File: config.mk
export PLATFORM = sky130hd
export DESIGN_NAME = nss_front
export DESIGN_NICKNAME = d
export VERILOG_FILES = /design/src/nss_pkg.sv /design/src/nss_front.sv
export SDC_FILE = /design/constraint.sdc
export NUM_CORES = 1
export LEC_CHECK = 0
export BUFFER_PORTS_ARGS = -buffer_cell sky130_fd_sc_hd__buf_2
export CORE_AREA = 2 2 72 74
export CTS_CLUSTER_SIZE = 30
export DETAILED_ROUTE_END_ITERATION = 8
export DIE_AREA = 0 0 74 76
export PLACE_DENSITY = 0.84
export SLEW_MARGIN = 20
export SYNTH_ARGS = -nofsm -noshare
export SYNTH_HDL_FRONTEND = slang
export SYNTH_SLANG_ARGS = --single-unit
File: constraint.sdc
create_clock -name clk -period 1.9 [get_ports clk]
set_input_delay 0 -clock clk [delete_from_list [all_inputs] [get_ports clk]]
set_output_delay 0 -clock clk [all_outputs]
set_load 0.02 [all_outputs]
File: src/nss_pkg.sv
// Shared types and constants for the nearest site search unit.
// No dependencies; used by the input stage, search engine and top module by scoped name.
package nss_pkg;

    localparam int SLOT_W  = 6;
    localparam int ID_W    = 6;
    localparam int COUNT_W = 7;
    localparam int DIST_W  = 34;

    // request kinds on the input tuser bit 0
    localparam logic OP_LOAD  = 1'b0;
    localparam logic OP_QUERY = 1'b1;

    // control part of one queued request (coordinates travel beside it)
    typedef struct packed {
        logic              op;
        logic [SLOT_W-1:0] slot;
        logic [ID_W-1:0]   site_id;
    } nss_cmd_t;

endpackage

File: src/nss_front.sv
// Input stage: takes stream requests, unpacks them and drops the ones
// that need no work (skipped queries, loads outside the table).
// Depends on nss_pkg.
module nss_front #(
    parameter int MAX_SITES  = 64,
    parameter int COORD_BITS = 16,
    parameter int IN_DW      = 64
) (
    input  logic                        clk,
    input  logic                        rst_n,
    input  logic                        s_axis_tvalid,
    output logic                        s_axis_tready,
    input  logic [IN_DW-1:0]            s_axis_tdata,
    input  logic [1:0]                  s_axis_tuser,
    output logic                        q_valid,
    input  logic                        q_ready,
    output nss_pkg::nss_cmd_t           q_cmd,
    output logic [2:0][COORD_BITS-1:0]  q_coord
);

    localparam int CB = COORD_BITS;

    logic                        vld_reg, vld_next;
    nss_pkg::nss_cmd_t           cmd_reg;
    logic [2:0][CB-1:0]          coord_reg;
    nss_pkg::nss_cmd_t           in_cmd;
    logic [2:0][CB-1:0]          in_coord;
    logic                        in_keep;
    logic                        take;

    always_comb
    begin
        in_cmd.op      = s_axis_tuser[0];
        in_cmd.slot    = s_axis_tdata[nss_pkg::SLOT_W-1:0];
        in_cmd.site_id = s_axis_tdata[nss_pkg::SLOT_W +: nss_pkg::ID_W];
        for (int a = 0; a < 3; a++)
        begin
            in_coord[a] = s_axis_tdata[nss_pkg::SLOT_W + nss_pkg::ID_W + a*CB +: CB];
        end
        if (in_cmd.op == nss_pkg::OP_LOAD)
            in_keep = (32'(in_cmd.slot) < MAX_SITES);
        else
            in_keep = !s_axis_tuser[1];
    end

    assign s_axis_tready = !vld_reg || q_ready;
    assign take          = s_axis_tvalid && s_axis_tready;

    always_comb
    begin
        vld_next = vld_reg;
        if (take)
            vld_next = in_keep;
        else if (q_ready)
            vld_next = 1'b0;
    end

    always_ff @(posedge clk or negedge rst_n)
    begin
        if (!rst_n)
            vld_reg <= 1'b0;
        else
            vld_reg <= vld_next;
    end

    always_ff @(posedge clk)
    begin
        if (take)
        begin
            cmd_reg   <= in_cmd;
            coord_reg <= in_coord;
        end
    end

    assign q_valid = vld_reg;
    assign q_cmd   = cmd_reg;
    assign q_coord = coord_reg;

endmodule

==> impl_metrics.py <==
metrics = {
    "final_layout": {
        "synthToLayoutAreaGrowth_pct": 84.5,
        "fin_util": 0.711,
        "final_nets": 342,
        "drive_above_1_share": 0.523,
        "final_common_cell": "buf_2",
        "layout_common_cells": "buf_2 (128), dlygate4sd3_1 (65), edfxtp_1 (61)",
        "antenna_cells": 0,
    },
    "critical_path": {
        "endpoint_kind": "flip-flop",
        "worst-setup-path-type": "reg2reg",
        "r2r_slack_ns": 0.58,
        "r2r_end": "q_coord[17]",
        "cp.arrival_ns": 1.31,
        "cp_max_fo": 31,
        "reg2reg_depth": 3,
        "critPathRequiredTime_ns": 1.89,
        "worst_r2r_startpoint": "q_valid",
        "critPathLaunchType": "flip-flop",
    },
    "yosys": {
        "synth_cell_types": 6,
        "synth-compound-area-share": 0.00529,
        "synth_top_family_by_area": "simple AND/OR/NAND/NOR gates",
        "syn_nets": 136,
        "syn_area_um2": 1890,
        "seq_area_frac_synth": 0.981,
        "synth_xor_area_frac": 0,
        "synth_fa_ha_area_frac": 0,
        "synth-seq-cells": 62,
        "ys_warn_count": 0,
        "synth_mux_area_frac": 0,
        "syn-mean-instance-area_um2": 28.7,
        "yosys.area_share.simple": 0.0139,
        "synth_cells": 66,
    },
    "clock_tree": {
        "cts_sinks": 62,
        "hold_buffers": 65,
        "cts_resized": 0,
        "clock_path_buffers": 2,
        "htree_levels": 3,
        "cts_setup_buffers": 0,
        "clkLatencyLatePin_ns": 0.33,
        "cts_tree": "built",
        "cts_root_buf": "clkbuf_8",
        "path_clk_slew_ns": 0.06,
        "cts_made_buffers": 9,
    },
    "detailed_routing": {
        "drt_first_pass_iters": 4,
        "initialDrtViolationCount": 52,
        "drc": 0,
        "wire_per_inst_um": 14.8,
        "wirelength_um": 5140,
        "vias": 1476,
        "vias_per_cell": 4.25,
        "postRouteAntennaNets": 0,
    },
    "run_status": {
        "outcome": "complete, no violations",
    },
    "grt": {
        "grt_pass1_vias": 1608,
        "grt_pass1_wl_um": 7600,
        "antenna_found_initial": 0,
        "grt_max_degree": 32,
        "overflow": 0,
        "grt_usage": 0.194,
    },
    "hold_path": {
        "min_path_cells": 3,
        "hold_end": "s_axis_tready",
        "worstHoldPathType": "in2out",
        "worstHoldStart": "q_ready",
    },
    "timing": {
        "setup_viol": 0,
        "fmax_mhz": 757,
        "finalCriticalPeriod_ns": 1.32,
        "tightest_slew_ns": 0.380,
        "slew_headroom": 0.747,
        "setup_slack_ns": 0.579,
        "rsz0062_at_grt": "false",
        "fin_skew_ns": 0.00543,
        "maxSlewViolCount": 0,
        "post-route-period-util": 0.695,
        "setup-tns-final_ns": 0,
        "hold_viol": 0,
    },
    "placement": {
        "dp_slack_ns": 0.598,
        "port_buffers": 128,
        "place_congestion": 0.653,
    },
    "pwr": {
        "ir_drop_mv": 0.520,
        "power_density_nw_per_um2": 925,
        "power_leakage_nw": 1.51,
    },
    "floorplan": {
        "core_um2": 4910,
        "die_h_um": 76,
        "initial_core_util": 0.385,
        "rows": 26,
        "die_area_um2": 5620,
        "die_x_um": 74,
        "pin_count": 133,
    },
    "flow_run": {
        "timing.max_cap.violations": 0,
    },
}
-- area by class of cell --
cell class / instances / area (um^2)
Clock inverter: 5 / 73.8
Clock buffer: 11 / 131
Multi-Input combinational cell: 4 / 36.3
Timing Repair Buffer: 195 / 1310
Fill cell: 319 / 1420
Tap cell: 70 / 87.6
Sequential cell: 62 / 1860
-- synth_stat cells (all sizes together) --
library cell,count,share of area
a21bo,1,0.0053
and2,1,0.0046
dfrtp,1,0.013
edfxtp,61,0.97
nand2,1,0.0020
nand2b,1,0.0073
-- where the power goes --
group          internal [mW]  switching [mW]  total [mW]
Clock                  0.730           0.470        1.20
Sequential              1.60          0.0223        1.62
Combinational          0.195           0.209       0.403
Total                   2.53           0.701        3.23
-- kinds of logic after synthesis --
kind of cell | count (synthesis)
compound gates | 1
flops | 62
simple gates | 3
-- sequential cells by signal (all words and copies together), names as in the netlist --
signal / cells
q_cmd: 13
q_coord: 48
q_valid: 1
-- per-layer routing --
layer / vias up / track usage / wire [um]
met2: 96 / 0.321 / 2680
met1: 686 / 0.204 / 1860
li1: 676 / - / -
met3: 18 / 0.0714 / 416
met5: - / 0 / 0
met4: 0 / 0.118 / 185
-- critical path: stages, from the launching register on --
cell and delay (ns):
dfrtp_1 0.40, nand2b_4 0.08, and2_4 0.15, buf_4 0.35
-- metrics by stage --
step | cells | instance area [um^2] | hold slack [ns] | total power [mW]
2_1_floorplan | 66 | 1890 | -0.296 | 1.79
3_3_place_gp | 266 | 2640 | -0.224 | 1.94
3_5_place_dp | 266 | 2640 | -0.223 | 1.94
4_1_cts | 347 | 3490 | 0.336 | 3.24
5_1_grt | 347 | 3490 | 0.357 | 3.36
6_report | 347 | 3490 | 0.343 | 3.23
-- worst max-delay path by stage --
stage,startpoint,end,slack [ns]
6_report,q_valid,q_coord[17],0.58
5_1_grt,q_valid,q_coord[9],0.53
4_1_cts,q_valid,q_coord[17],0.60
3_5_place_dp,q_valid,q_coord[0],0.60
3_3_place_gp,q_valid,q_coord[37],0.62
2_1_floorplan,q_valid,q_cmd[0],0.38
(Power assumes the default switching activity.)
