**src/nss_fifo.sv**
```systemverilog
// Short request queue between the input stage and the search engine.
// No package dependencies.
module nss_fifo #(
    parameter int WIDTH = 8,
    parameter int DEPTH = 4
) (
    input  logic             clk,
    input  logic             rst_n,
    input  logic             wr_valid,
    output logic             wr_ready,
    input  logic [WIDTH-1:0] wr_data,
    output logic             rd_valid,
    input  logic             rd_pop,
    output logic [WIDTH-1:0] rd_data
);

    localparam int PW = (DEPTH > 1) ? $clog2(DEPTH) : 1;
    localparam int CW = $clog2(DEPTH + 1);

    logic [WIDTH-1:0] buf_reg [DEPTH];
    logic [PW-1:0]    wp_reg, wp_next, rp_reg, rp_next;
    logic [CW-1:0]    cnt_reg, cnt_next;
    logic             push, pop;

    assign wr_ready = (cnt_reg != CW'(DEPTH));
    assign rd_valid = (cnt_reg != '0);
    assign push     = wr_valid && wr_ready;
    assign pop      = rd_pop && rd_valid;
    assign rd_data  = buf_reg[rp_reg];

    always_comb
    begin
        wp_next  = wp_reg;
        rp_next  = rp_reg;
        cnt_next = cnt_reg;
        if (push)
            wp_next = (wp_reg == PW'(DEPTH - 1)) ? '0 : wp_reg + 1'b1;
        if (pop)
            rp_next = (rp_reg == PW'(DEPTH - 1)) ? '0 : rp_reg + 1'b1;
        if (push && !pop)
            cnt_next = cnt_reg + 1'b1;
        else if (pop && !push)
            cnt_next = cnt_reg - 1'b1;
    end

    always_ff @(posedge clk or negedge rst_n)
    begin
        if (!rst_n)
        begin
            wp_reg  <= '0;
            rp_reg  <= '0;
            cnt_reg <= '0;
        end
        else
        begin
            wp_reg  <= wp_next;
            rp_reg  <= rp_next;
            cnt_reg <= cnt_next;
        end
    end

    always_ff @(posedge clk)
    begin
        if (push)
            buf_reg[wp_reg] <= wr_data;
    end

endmodule

```
**config.mk**
```make
export PLATFORM = sky130hd
export DESIGN_NAME = nss_fifo
export DESIGN_NICKNAME = d
export VERILOG_FILES = /design/src/nss_fifo.sv
export SDC_FILE = /design/constraint.sdc
export NUM_CORES = 1
export LEC_CHECK = 0
export BUFFER_PORTS_ARGS = -buffer_cell sky130_fd_sc_hd__clkbuf_2
export CAP_MARGIN = 40
export CORE_ASPECT_RATIO = 0.9
export CORE_MARGIN = 5
export CORE_UTILIZATION = 42
export CTS_BUF_LIST = sky130_fd_sc_hd__clkbuf_4 sky130_fd_sc_hd__clkbuf_8 sky130_fd_sc_hd__clkbuf_16
export DETAILED_ROUTE_END_ITERATION = 10
export PLACE_DENSITY = 0.57
export SKIP_LAST_GASP = 1
export SYNTH_ARGS = -nofsm -noshare
export SYNTH_HDL_FRONTEND = slang
export SYNTH_SLANG_ARGS = --single-unit
```
**constraint.sdc**
```tcl
create_clock -name clk -period 3.9 [get_ports clk]
set_input_delay 0.39 -clock clk [delete_from_list [all_inputs] [get_ports clk]]
set_output_delay 0.39 -clock clk [all_outputs]
set_load 0.02 [all_outputs]
```
==> impl_metrics.env <==
export IMPL_status="finished clean"
export IMPL_initialDrtViolationCount=52
export IMPL_ys_top_cells_by_area="edfxtp_1, mux4_2, dfrtp_1, ha_1, mux2_2"
export IMPL_antenna_found_initial=0
export IMPL_clk_pin_slew_ns=0.08
export IMPL_cp_common_cell="xor2_1"
export IMPL_reg2reg_depth=8
export IMPL_wl_met2_um=1247
export IMPL_grt_overflow=0
export IMPL_worstSetupEndpointType="register"
export IMPL_vdd_drop_max_mv=0.3157
export IMPL_stdcell_area_um2=1847
export IMPL_yosysSeqAreaShare=0.7127
export IMPL_finalMaxSlewViolations=0
export IMPL_grt_total_usage=0.1224
export IMPL_pin_count=22
export IMPL_viasPerCell=4.987
export IMPL_synth_top_cell_area_share=0.6028
export IMPL_row_count=21
export IMPL_period_needed_ns=2.193
export IMPL_crit_path_max_fanout=3
export IMPL_hold_end="buf_reg[0][4]$_DFFE_PP_"
export IMPL_hold_start="wr_data[4]"
export IMPL_setup_viol=0
export IMPL_vias=758
export IMPL_final_setup_skew_ns=0.005982
export IMPL_path_cells="or3_2 -> nand2_1 -> ha_1 -> inv_1 -> fa_1 -> xor2_1 -> nor2_1 -> xor2_1"
export IMPL_core_area_um2=3705
export IMPL_fp_dieH_um=68.45
export IMPL_slew_headroom=0.6007
export IMPL_synthCells=78
export IMPL_dr_wl_met3_um=124
export IMPL_rsz0062_at_grt="false"
export IMPL_drt_pass1_iter_count=2
export IMPL_cts_buffers=5
export IMPL_htree_num_levels=2
export IMPL_worstMarginPinSlew_ns=0.5989
export IMPL_place_hpwl_um=1786
export IMPL_crit_path_start_kind="register"
export IMPL_start_util=0.4303
export IMPL_maxCapViolCount=0
export IMPL_grt_pass1_vias=852
export IMPL_synth_fp_nets=97
export IMPL_multi_input_area_um2=437.9
export IMPL_max_stage_delay_ns=0.50
export IMPL_met1_length_um=1118
export IMPL_hold_depth=1
export IMPL_path_class="register to register"
export IMPL_fp_dieW_um=74.94
export IMPL_cts_tree="yes"
export IMPL_r2r_start="cnt_reg[2]$_DFFE_PN0P_"
export IMPL_fmax_mhz=456.1
export IMPL_nets=124
export IMPL_tns_ns=0
export IMPL_grt_pass1_wl_um=4284
export IMPL_postPlaceCellArea_um2=1748
export IMPL_p_leak_nw=0.7075
export IMPL_gp_congestion=0.7329
export IMPL_dp_slack_ns=1.702
export IMPL_synthToLayoutAreaGrowth_pct=15.86
export IMPL_drive_gt1_frac=0.4623
export IMPL_die_area_um2=5129
export IMPL_critPathArrivalTime_ns=2.41
export IMPL_synth_top_area_cell="edfxtp_1"
export IMPL_drc=0
export IMPL_cts_buffer_depth=2
export IMPL_worst_slack_ns=1.707
export IMPL_r2r_end="cnt_reg[2]$_DFFE_PN0P_"
export IMPL_finalHoldViolCount=0
export IMPL_seqCellArea_um2=1136
export IMPL_post_cts_setup_buffer_count=0
export IMPL_syn_area_um2=1594
export IMPL_fillers=324
export IMPL_crit_slowest_cell="or3_2"
export IMPL_cts_sinks=39
export IMPL_root_buffer="clkbuf_8"
export IMPL_ys_types=18
export IMPL_reg2reg_slack_ns=1.71
export IMPL_wl_um=2537
export IMPL_grt_max_degree=13
export IMPL_cts_hold_buf=1
export IMPL_fin_crit_sh=0.5622
export IMPL_crit_required_ns=4.11
export IMPL_ant_nets=0
export IMPL_portBuffers=21
export IMPL_route_top_layer_used="met4"
export IMPL_synth_seq_cells=39
export IMPL_hold_class="input port to register"
export IMPL_powerDensity_nw_per_um2=758.2
export IMPL_largest_reg_flops=32
export IMPL_yosys_warnings=0
export IMPL_insertedDiodeCount=0
export IMPL_cts_resized=0
export IMPL_synth_avg_cell_area_um2=20.44
export IMPL_insertion_delay_ns=0.29
export IMPL_wl_per_cell_um=16.69
## per-stage QoR
stage	instances	utilization	power, W	hold slack [ns]
after floorplan	78	-	0.001012	0.09441
after global placement	143	0.4718	0.001145	0.2393
after global routing	152	0.4985	0.001500	0.3131
after detailed placement	143	0.4718	0.001158	0.2430
after CTS	152	0.4985	0.001425	0.3117
final	152	0.4985	0.001400	0.3210
## cell families (layout without fill, tap and decap cells)
group / count (synthesis) / count (layout) / share of synthesized area
flops: 39 / 39 / 0.7127
mux: 13 / 13 / 0.1531
simple gates: 11 / 11 / 0.04553
fa+ha+maj: 7 / 7 / 0.05965
buf+inv: 5 / 33 / 0.01255
xor+xnor: 3 / 3 / 0.01649
## placed cells by master, fill, tap and decap left out, types with 2 or more instances in the layout
| cell | count |
|---|---|
| and3_2 | 4 |
| clkbuf_2 | 21 |
| clkbuf_8 | 5 |
| dfrtp_1 | 7 |
| edfxtp_1 | 32 |
| ha_1 | 6 |
| inv_1 | 3 |
| mux2_2 | 3 |
| mux2_4 | 2 |
| mux4_2 | 8 |
| nor2_1 | 3 |
| xor2_1 | 2 |
## final cells by class
cell class	instances	share of cell area
timing repair buffer	22	0.06233
clock buffer	6	0.04133
clock inverter	2	0.006775
tap	46	0.03117
inverter	3	0.006098
multi-input combinational	34	0.2371
sequential	39	0.6152
## where the power goes
| group | leakage (nW) | switching, W | internal, W |
|---|---|---|---|
| clock network | 0.0446 | 0.000134 | 0.000132 |
| logic | 0.287 | 0.000235 | 0.000240 |
| registers | 0.375 | 0.0000955 | 0.000564 |
## Yosys cell counts (all sizes together)
cell    instances
and2            1
fa              1
xnor2           1
inv             3
nand2           1
or3             1
mux4            8
mux2            5
or3b            1
ha              6
edfxtp         32
xor2            2
nor2            3
dfrtp           7
buf             2
and3            4
## metal layers
layer / global-route usage / vias up
met3: 0.03671 / 6
met4: 0.07333 / 0
met5: 0 / -
met2: 0.1859 / 15
li1: - / 356
met1: 0.1542 / 381
## critical path, delay by kind of cell, from the launching register on
family                     cells  cell delay, ns
and+or+nand+nor                3            0.77
adders and majority gates      2            0.57
DFF                            1            0.41
xor gates and xnor gates       2            0.31
buffers and inverters          1            0.06
## worst max-delay path by stage
| stage | startpoint | endpoint |
|---|---|---|
| 6_report | cnt_reg[2]$_DFFE_PN0P_ | cnt_reg[2]$_DFFE_PN0P_ |
| 5_1_grt | cnt_reg[2]$_DFFE_PN0P_ | cnt_reg[2]$_DFFE_PN0P_ |
| 4_1_cts | rp_reg[0]$_DFFE_PN0P_ | rd_data[7] |
| 3_5_place_dp | cnt_reg[0]$_DFFE_PN0P_ | cnt_reg[2]$_DFFE_PN0P_ |
| 3_3_place_gp | cnt_reg[0]$_DFFE_PN0P_ | cnt_reg[2]$_DFFE_PN0P_ |
| 2_1_floorplan | cnt_reg[0]$_DFFE_PN0P_ | cnt_reg[2]$_DFFE_PN0P_ |
Power figures use the tool's default switching activity.
