`src/nss_pkg.sv`:
```
// Shared types and constants for the nearest site search unit.
// No dependencies; used by the input stage, search engine and top module by scoped name.
package nss_pkg;

    localparam int SLOT_W  = 6;
    localparam int ID_W    = 6;
    localparam int COUNT_W = 7;
    localparam int DIST_W  = 34;

    // request kinds on the input tuser bit 0
    localparam logic OP_LOAD  = 1'b0;
    localparam logic OP_QUERY = 1'b1;

    // control part of one queued request (coordinates travel beside it)
    typedef struct packed {
        logic              op;
        logic [SLOT_W-1:0] slot;
        logic [ID_W-1:0]   site_id;
    } nss_cmd_t;

endpackage

```
`src/nss_back.sv`:
```
// Search engine: site table memory, pipelined distance scan, best-match
// tracking and the result register. Depends on nss_pkg.
module nss_back #(
    parameter int MAX_SITES  = 64,
    parameter int COORD_BITS = 16
) (
    input  logic                            clk,
    input  logic                            rst_n,
    input  logic [nss_pkg::COUNT_W-1:0]     active_sites,
    input  logic                            q_valid,
    output logic                            q_pop,
    input  nss_pkg::nss_cmd_t               q_cmd,
    input  logic [2:0][COORD_BITS-1:0]      q_coord,
    output logic                            m_axis_tvalid,
    input  logic                            m_axis_tready,
    output logic [nss_pkg::ID_W+nss_pkg::DIST_W-1:0] m_axis_tdata,
    output logic                            m_axis_tuser
);

    localparam int CB    = COORD_BITS;
    localparam int IW    = nss_pkg::ID_W;
    localparam int DW    = nss_pkg::DIST_W;
    localparam int AW    = (MAX_SITES > 1) ? $clog2(MAX_SITES) : 1;
    localparam int CNT_W = $clog2(MAX_SITES + 1);
    localparam int CMP_W = (CNT_W > nss_pkg::COUNT_W) ? CNT_W : nss_pkg::COUNT_W;
    localparam int SQ_W  = 2 * CB + 2;
    localparam int EW    = IW + 3 * CB;

    localparam logic [1:0] ST_IDLE  = 2'd0;
    localparam logic [1:0] ST_SCAN  = 2'd1;
    localparam logic [1:0] ST_DRAIN = 2'd2;
    localparam logic [1:0] ST_DONE  = 2'd3;

    logic [EW-1:0]          mem [MAX_SITES];

    logic [1:0]             state_reg, state_next;
    logic [CNT_W-1:0]       idx_reg, idx_next;
    logic [CNT_W-1:0]       cnt_reg, cnt_next;
    logic [CNT_W-1:0]       cnt_clamp;
    logic [CMP_W-1:0]       req_ext;
    logic [2:0][CB-1:0]     qpt_reg;

    logic                   issue;
    logic                   do_load, do_query;

    logic                   rd_v_reg, sq_v_reg, sum_v_reg;
    logic [EW-1:0]          rd_data_reg;
    logic [2:0][SQ_W-1:0]   sq_reg;
    logic [IW-1:0]          sq_id_reg, sum_id_reg;
    logic [SQ_W-1:0]        sum_reg;

    logic [2:0][SQ_W-1:0]   sq_calc;
    logic                   best_found_reg;
    logic [SQ_W-1:0]        best_d_reg;
    logic [IW-1:0]          best_id_reg;
    logic                   better;

    logic                   out_vld_reg, out_vld_next;
    logic                   out_found_reg;
    logic [IW-1:0]          out_id_reg;
    logic [DW-1:0]          out_d_reg;
    logic                   out_load;

    assign req_ext   = CMP_W'(active_sites);
    assign cnt_clamp = (req_ext > CMP_W'(MAX_SITES)) ? CNT_W'(MAX_SITES) : CNT_W'(req_ext);

    assign q_pop    = q_valid && (state_reg == ST_IDLE);
    assign do_load  = q_pop && (q_cmd.op == nss_pkg::OP_LOAD);
    assign do_query = q_pop && (q_cmd.op == nss_pkg::OP_QUERY);
    assign issue    = (state_reg == ST_SCAN) && (idx_reg != cnt_reg);
    assign out_load = (state_reg == ST_DONE) && (!out_vld_reg || m_axis_tready);

    always_comb
    begin
        state_next = state_reg;
        idx_next   = idx_reg;
        cnt_next   = cnt_reg;
        case (state_reg)
            ST_IDLE:
            begin
                if (do_query)
                begin
                    idx_next   = '0;
                    cnt_next   = cnt_clamp;
                    state_next = (cnt_clamp == '0) ? ST_DONE : ST_SCAN;
                end
            end
            ST_SCAN:
            begin
                if (issue)
                    idx_next = idx_reg + 1'b1;
                else
                    state_next = ST_DRAIN;
            end
            ST_DRAIN:
            begin
                if (!rd_v_reg && !sq_v_reg && !sum_v_reg)
                    state_next = ST_DONE;
            end
            ST_DONE:
            begin
                if (out_load)
                    state_next = ST_IDLE;
            end
            default:
            begin
                state_next = ST_IDLE;
            end
        endcase
    end

    // table memory: load writes only while idle, scan reads only later
    always_ff @(posedge clk)
    begin
        if (do_load)
            mem[AW'(q_cmd.slot)] <= {q_coord, q_cmd.site_id};
        if (issue)
            rd_data_reg <= mem[idx_reg[AW-1:0]];
    end

    // squared differences per axis from the registered table entry
    always_comb
    begin
        logic signed [CB:0] diff;
        logic        [CB:0] mag;
        for (int a = 0; a < 3; a++)
        begin
            diff = $signed({qpt_reg[a][CB-1], qpt_reg[a]})
                 - $signed({rd_data_reg[IW + a*CB + CB - 1], rd_data_reg[IW + a*CB +: CB]});
            mag  = diff[CB] ? (CB+1)'(-diff) : (CB+1)'(diff);
            sq_calc[a] = SQ_W'(mag) * SQ_W'(mag);
        end
    end

    assign better = !best_found_reg || (sum_reg < best_d_reg);

    always_ff @(posedge clk)
    begin
        if (do_query)
            qpt_reg <= q_coord;
        if (rd_v_reg)
        begin
            sq_reg    <= sq_calc;
            sq_id_reg <= rd_data_reg[IW-1:0];
        end
        if (sq_v_reg)
        begin
            sum_reg    <= sq_reg[0] + sq_reg[1] + sq_reg[2];
            sum_id_reg <= sq_id_reg;
        end
        if (sum_v_reg && better)
        begin
            best_d_reg  <= sum_reg;
            best_id_reg <= sum_id_reg;
        end
        if (out_load)
        begin
            out_found_reg <= best_found_reg;
            out_id_reg    <= best_found_reg ? best_id_reg : '0;
            out_d_reg     <= best_found_reg ? DW'(best_d_reg) : '0;
        end
    end

    always_comb
    begin
        out_vld_next = out_vld_reg;
        if (out_load)
            out_vld_next = 1'b1;
        else if (m_axis_tready)
            out_vld_next = 1'b0;
    end

    always_ff @(posedge clk or negedge rst_n)
    begin
        if (!rst_n)
        begin
            state_reg      <= ST_IDLE;
            idx_reg        <= '0;
            cnt_reg        <= '0;
            rd_v_reg       <= 1'b0;
            sq_v_reg       <= 1'b0;
            sum_v_reg      <= 1'b0;
            best_found_reg <= 1'b0;
            out_vld_reg    <= 1'b0;
        end
        else
        begin
            state_reg <= state_next;
            idx_reg   <= idx_next;
            cnt_reg   <= cnt_next;
            rd_v_reg  <= issue;
            sq_v_reg  <= rd_v_reg;
            sum_v_reg <= sq_v_reg;
            if (do_query)
                best_found_reg <= 1'b0;
            else if (sum_v_reg)
                best_found_reg <= 1'b1;
            out_vld_reg <= out_vld_next;
        end
    end

    assign m_axis_tvalid = out_vld_reg;
    assign m_axis_tdata  = {out_d_reg, out_id_reg};
    assign m_axis_tuser  = out_found_reg;

endmodule

```
`config.mk`:
```
export PLATFORM = sky130hd
export DESIGN_NAME = nss_back
export DESIGN_NICKNAME = d
export VERILOG_FILES = /design/src/nss_pkg.sv /design/src/nss_back.sv
export SDC_FILE = /design/constraint.sdc
export NUM_CORES = 2
export LEC_CHECK = 0
export BUFFER_PORTS_ARGS = -buffer_cell sky130_fd_sc_hd__buf_2
export CORE_MARGIN = 1.5
export CORE_UTILIZATION = 60
export DETAILED_ROUTE_END_ITERATION = 8
export PLACE_DENSITY_LB_ADDON = 0.15
export REMOVE_ABC_BUFFERS = 1
export SYNTH_ARGS = -nofsm -noshare
export SYNTH_HDL_FRONTEND = slang
export SYNTH_SLANG_ARGS = --single-unit
```
`constraint.sdc`:
```
create_clock -name clk -period 22.5 [get_ports clk]
set_input_delay 1.125 -clock clk [delete_from_list [all_inputs] [get_ports clk]]
set_output_delay 1.125 -clock clk [all_outputs]
set_load 0.01 [all_outputs]
```
==> results.sh <==
export IMPL_outcome="completed"
export IMPL_clk_path_buf_depth=4
export IMPL_endpoint_kind="flip-flop"
export IMPL_post_cts_buffers=0
export IMPL_grt_pass1_wl_um=642000
export IMPL_drtAntennaViolNets=0
export IMPL_core_area_um2=286000
export IMPL_antenna_found_initial=38
export IMPL_viasPerCell=6.57
export IMPL_slowest_delay_ps=850
export IMPL_cts_tree="done"
export IMPL_place_ws_ps=11830
export IMPL_synth_area_top_cells="edfxtp_1 (66%), mux4_2 (15%), fa_1 (7.1%)"
export IMPL_dieArea_um2=291000
export IMPL_synthArstFlopShare=0.00552
export IMPL_grtUsageTotal=0.311
export IMPL_clkLatencyLatePin_ps=980
export IMPL_rsz0062_at_grt="no"
export IMPL_drv_cap=0
export IMPL_max_freq_ghz=0.0922
export IMPL_synth_top_area_share=0.658
export IMPL_dp_hpwl_um=262000
export IMPL_cp_top_family="adder cells"
export IMPL_period_needed_ps=10850
export IMPL_drt_pass1_iterations=6
export IMPL_final_cells=13600
export IMPL_synthFlopType="edfxtp_1"
export IMPL_postSynthCellCount=9090
export IMPL_fp_dieW_um=539
export IMPL_synth_seq_cells=3805
export IMPL_syn_to_final_growth_pct=10.6
export IMPL_largest_register_ffs=3456
export IMPL_drtIter0Drc=12800
export IMPL_synth_edf_count=3784
export IMPL_min_period_over_period=0.482
export IMPL_yosysWarnings=0
export IMPL_cts_buffers=378
export IMPL_netlist_area_um2=173000
export IMPL_portBuffers=114
export IMPL_htree_num_levels=5
export IMPL_wl_um=448000
export IMPL_path_depth=34
export IMPL_critPathMostFrequentCell="fa_1"
export IMPL_cp_num_buf_inv=6
export IMPL_layout_setup_ws_ps=11650
export IMPL_synth_top_area_cell="edfxtp_1"
export IMPL_placed_cells_incl_taps=12900
export IMPL_finClkSkew_ps=111
export IMPL_layout_drive_gt1_share=0.215
export IMPL_grt_ovfl_total=0
export IMPL_root_buffer="clkbuf_16"
export IMPL_path_clk_slew_ps=60
export IMPL_final_setup_viol_count=0
export IMPL_ios=115
export IMPL_tightest_slew_ps=1370
export IMPL_max_slew_margin=0.0866
export IMPL_reg2regPathDepth=34
export IMPL_cp_arrival_ps=11450
export IMPL_grt_pass1_vias=90800
export IMPL_nNetsFinal=10600
export IMPL_num_rows=196
export IMPL_slew_viol_final=0
export IMPL_drc=0
export IMPL_num_vias=89200
export IMPL_start_util=0.604
export IMPL_synth_cell_types=93
export IMPL_cp_max_fo=13
export IMPL_startpoint_type="flip-flop"
export IMPL_critPathKind="flip-flop to flip-flop"
export IMPL_syn_avg_cell_area_um2=19.0
export IMPL_wl_per_cell_um=33.0
export IMPL_place_gp_congestion=0.886
export IMPL_synth_common_cells="edfxtp_1 (3784), mux4_2 (1134), inv_1 (939)"
export IMPL_yosysSeqAreaShare=0.661
export IMPL_grt_max_degree=142
export IMPL_crit_slowest_cell="a31oi_1"
export IMPL_chipHeight_um=539
export IMPL_yosysMostFrequentCell="edfxtp_1"
export IMPL_final_hold_violation_count=0
export IMPL_hp_class="primary input to async pin"
export IMPL_cp_required_ps=23090
export IMPL_cts_sinks=3805
export IMPL_postCtsHoldBufs=0
export IMPL_ctsResizeCount=0
logic make-up after synthesis:
family,Yosys count,synth area share
flip-flops,3805,0.661
buffers and inverters,1288,0.0282
multiplexers,1140,0.148
AND/OR/NAND/NOR,1059,0.0280
adder cells (fa/ha/maj),1044,0.102
AO/OA/AOI/OAI,523,0.0199
XOR/XNOR,229,0.0119
other,2,0.0000435
per-layer routing:
metal	share of wire	track usage	routed length, um	up-vias
met4	0.039	0.109	17500	14
met2	0.49	0.499	217000	5238
li1	-	-	-	35900
met1	0.37	0.437	165000	47100
met3	0.11	0.0562	48300	890
met5	0.00023	0	103	-
metrics by stage:
stage	setup TNS (ps)	util	area [um2]	hold slack, ps
global route	0	0.668	191000	210
finish	0	0.668	191000	186
detailed placement	0	0.626	179000	405
CTS	0	0.668	191000	148
global placement	0	0.626	179000	401
floorplan	-1333240	-	171000	400
cell usage in the layout (no fill, tap or decap), types with 32 or more instances in the layout:
| cell | instances |
|---|---|
| edfxtp_1 | 3784 |
| mux4_2 | 1134 |
| inv_1 | 937 |
| fa_1 | 613 |
| ha_1 | 431 |
| clkbuf_16 | 381 |
| nand2_1 | 360 |
| nor2_1 | 310 |
| buf_4 | 197 |
| a21oi_1 | 147 |
| xnor2_1 | 146 |
| buf_2 | 114 |
| clkinv_1 | 105 |
| o21ai_0 | 101 |
| xor2_1 | 76 |
| clkbuf_1 | 69 |
| nor2_4 | 65 |
| and2_1 | 61 |
| a21o_1 | 58 |
| clkinv_2 | 58 |
| nor3_1 | 45 |
| nand2b_1 | 39 |
| conb_1 | 39 |
| o21a_1 | 33 |
| nand3_1 | 32 |
layout make-up:
class / count / area (um2)
inverters: 955 / 3590
clock buffers: 450 / 9790
repair buffers: 318 / 2190
multi-input cells: 4034 / 54200
clock inverters: 232 / 2220
diodes: 13 / 32.5
well taps: 3762 / 4710
flip-flops and latches: 3805 / 114000
fillers: 18400 / 94800
path summary, 6_finish.rpt:
check | from | endpoint | slack, ps
worst max-delay path | rd_data_reg[6] | sq_reg[33] | 11650
worst min-delay path | rst_n | cnt_reg[0] | 190
worst max register to register | rd_data_reg[6] | sq_reg[33] | 11650
worst min register to register | sum_id_reg[2] | best_id_reg[2] | 410
max in group asynchronous | rst_n | rd_v_reg | 21940
min in group clk | sum_id_reg[2] | best_id_reg[2] | 410
worst reg2reg max path, delay by kind of cell, from the launching register on:
family	cells	cell delay, ps
compound gates	11	3500
xor+xnor	2	660
fa+ha+maj	9	3960
buf+inv	6	710
flops	1	380
simple gates	6	1340
Power is left out: the tool's default activity adds up to more than one toggle a clock period on the data nets, which glitch-free logic cannot reach.
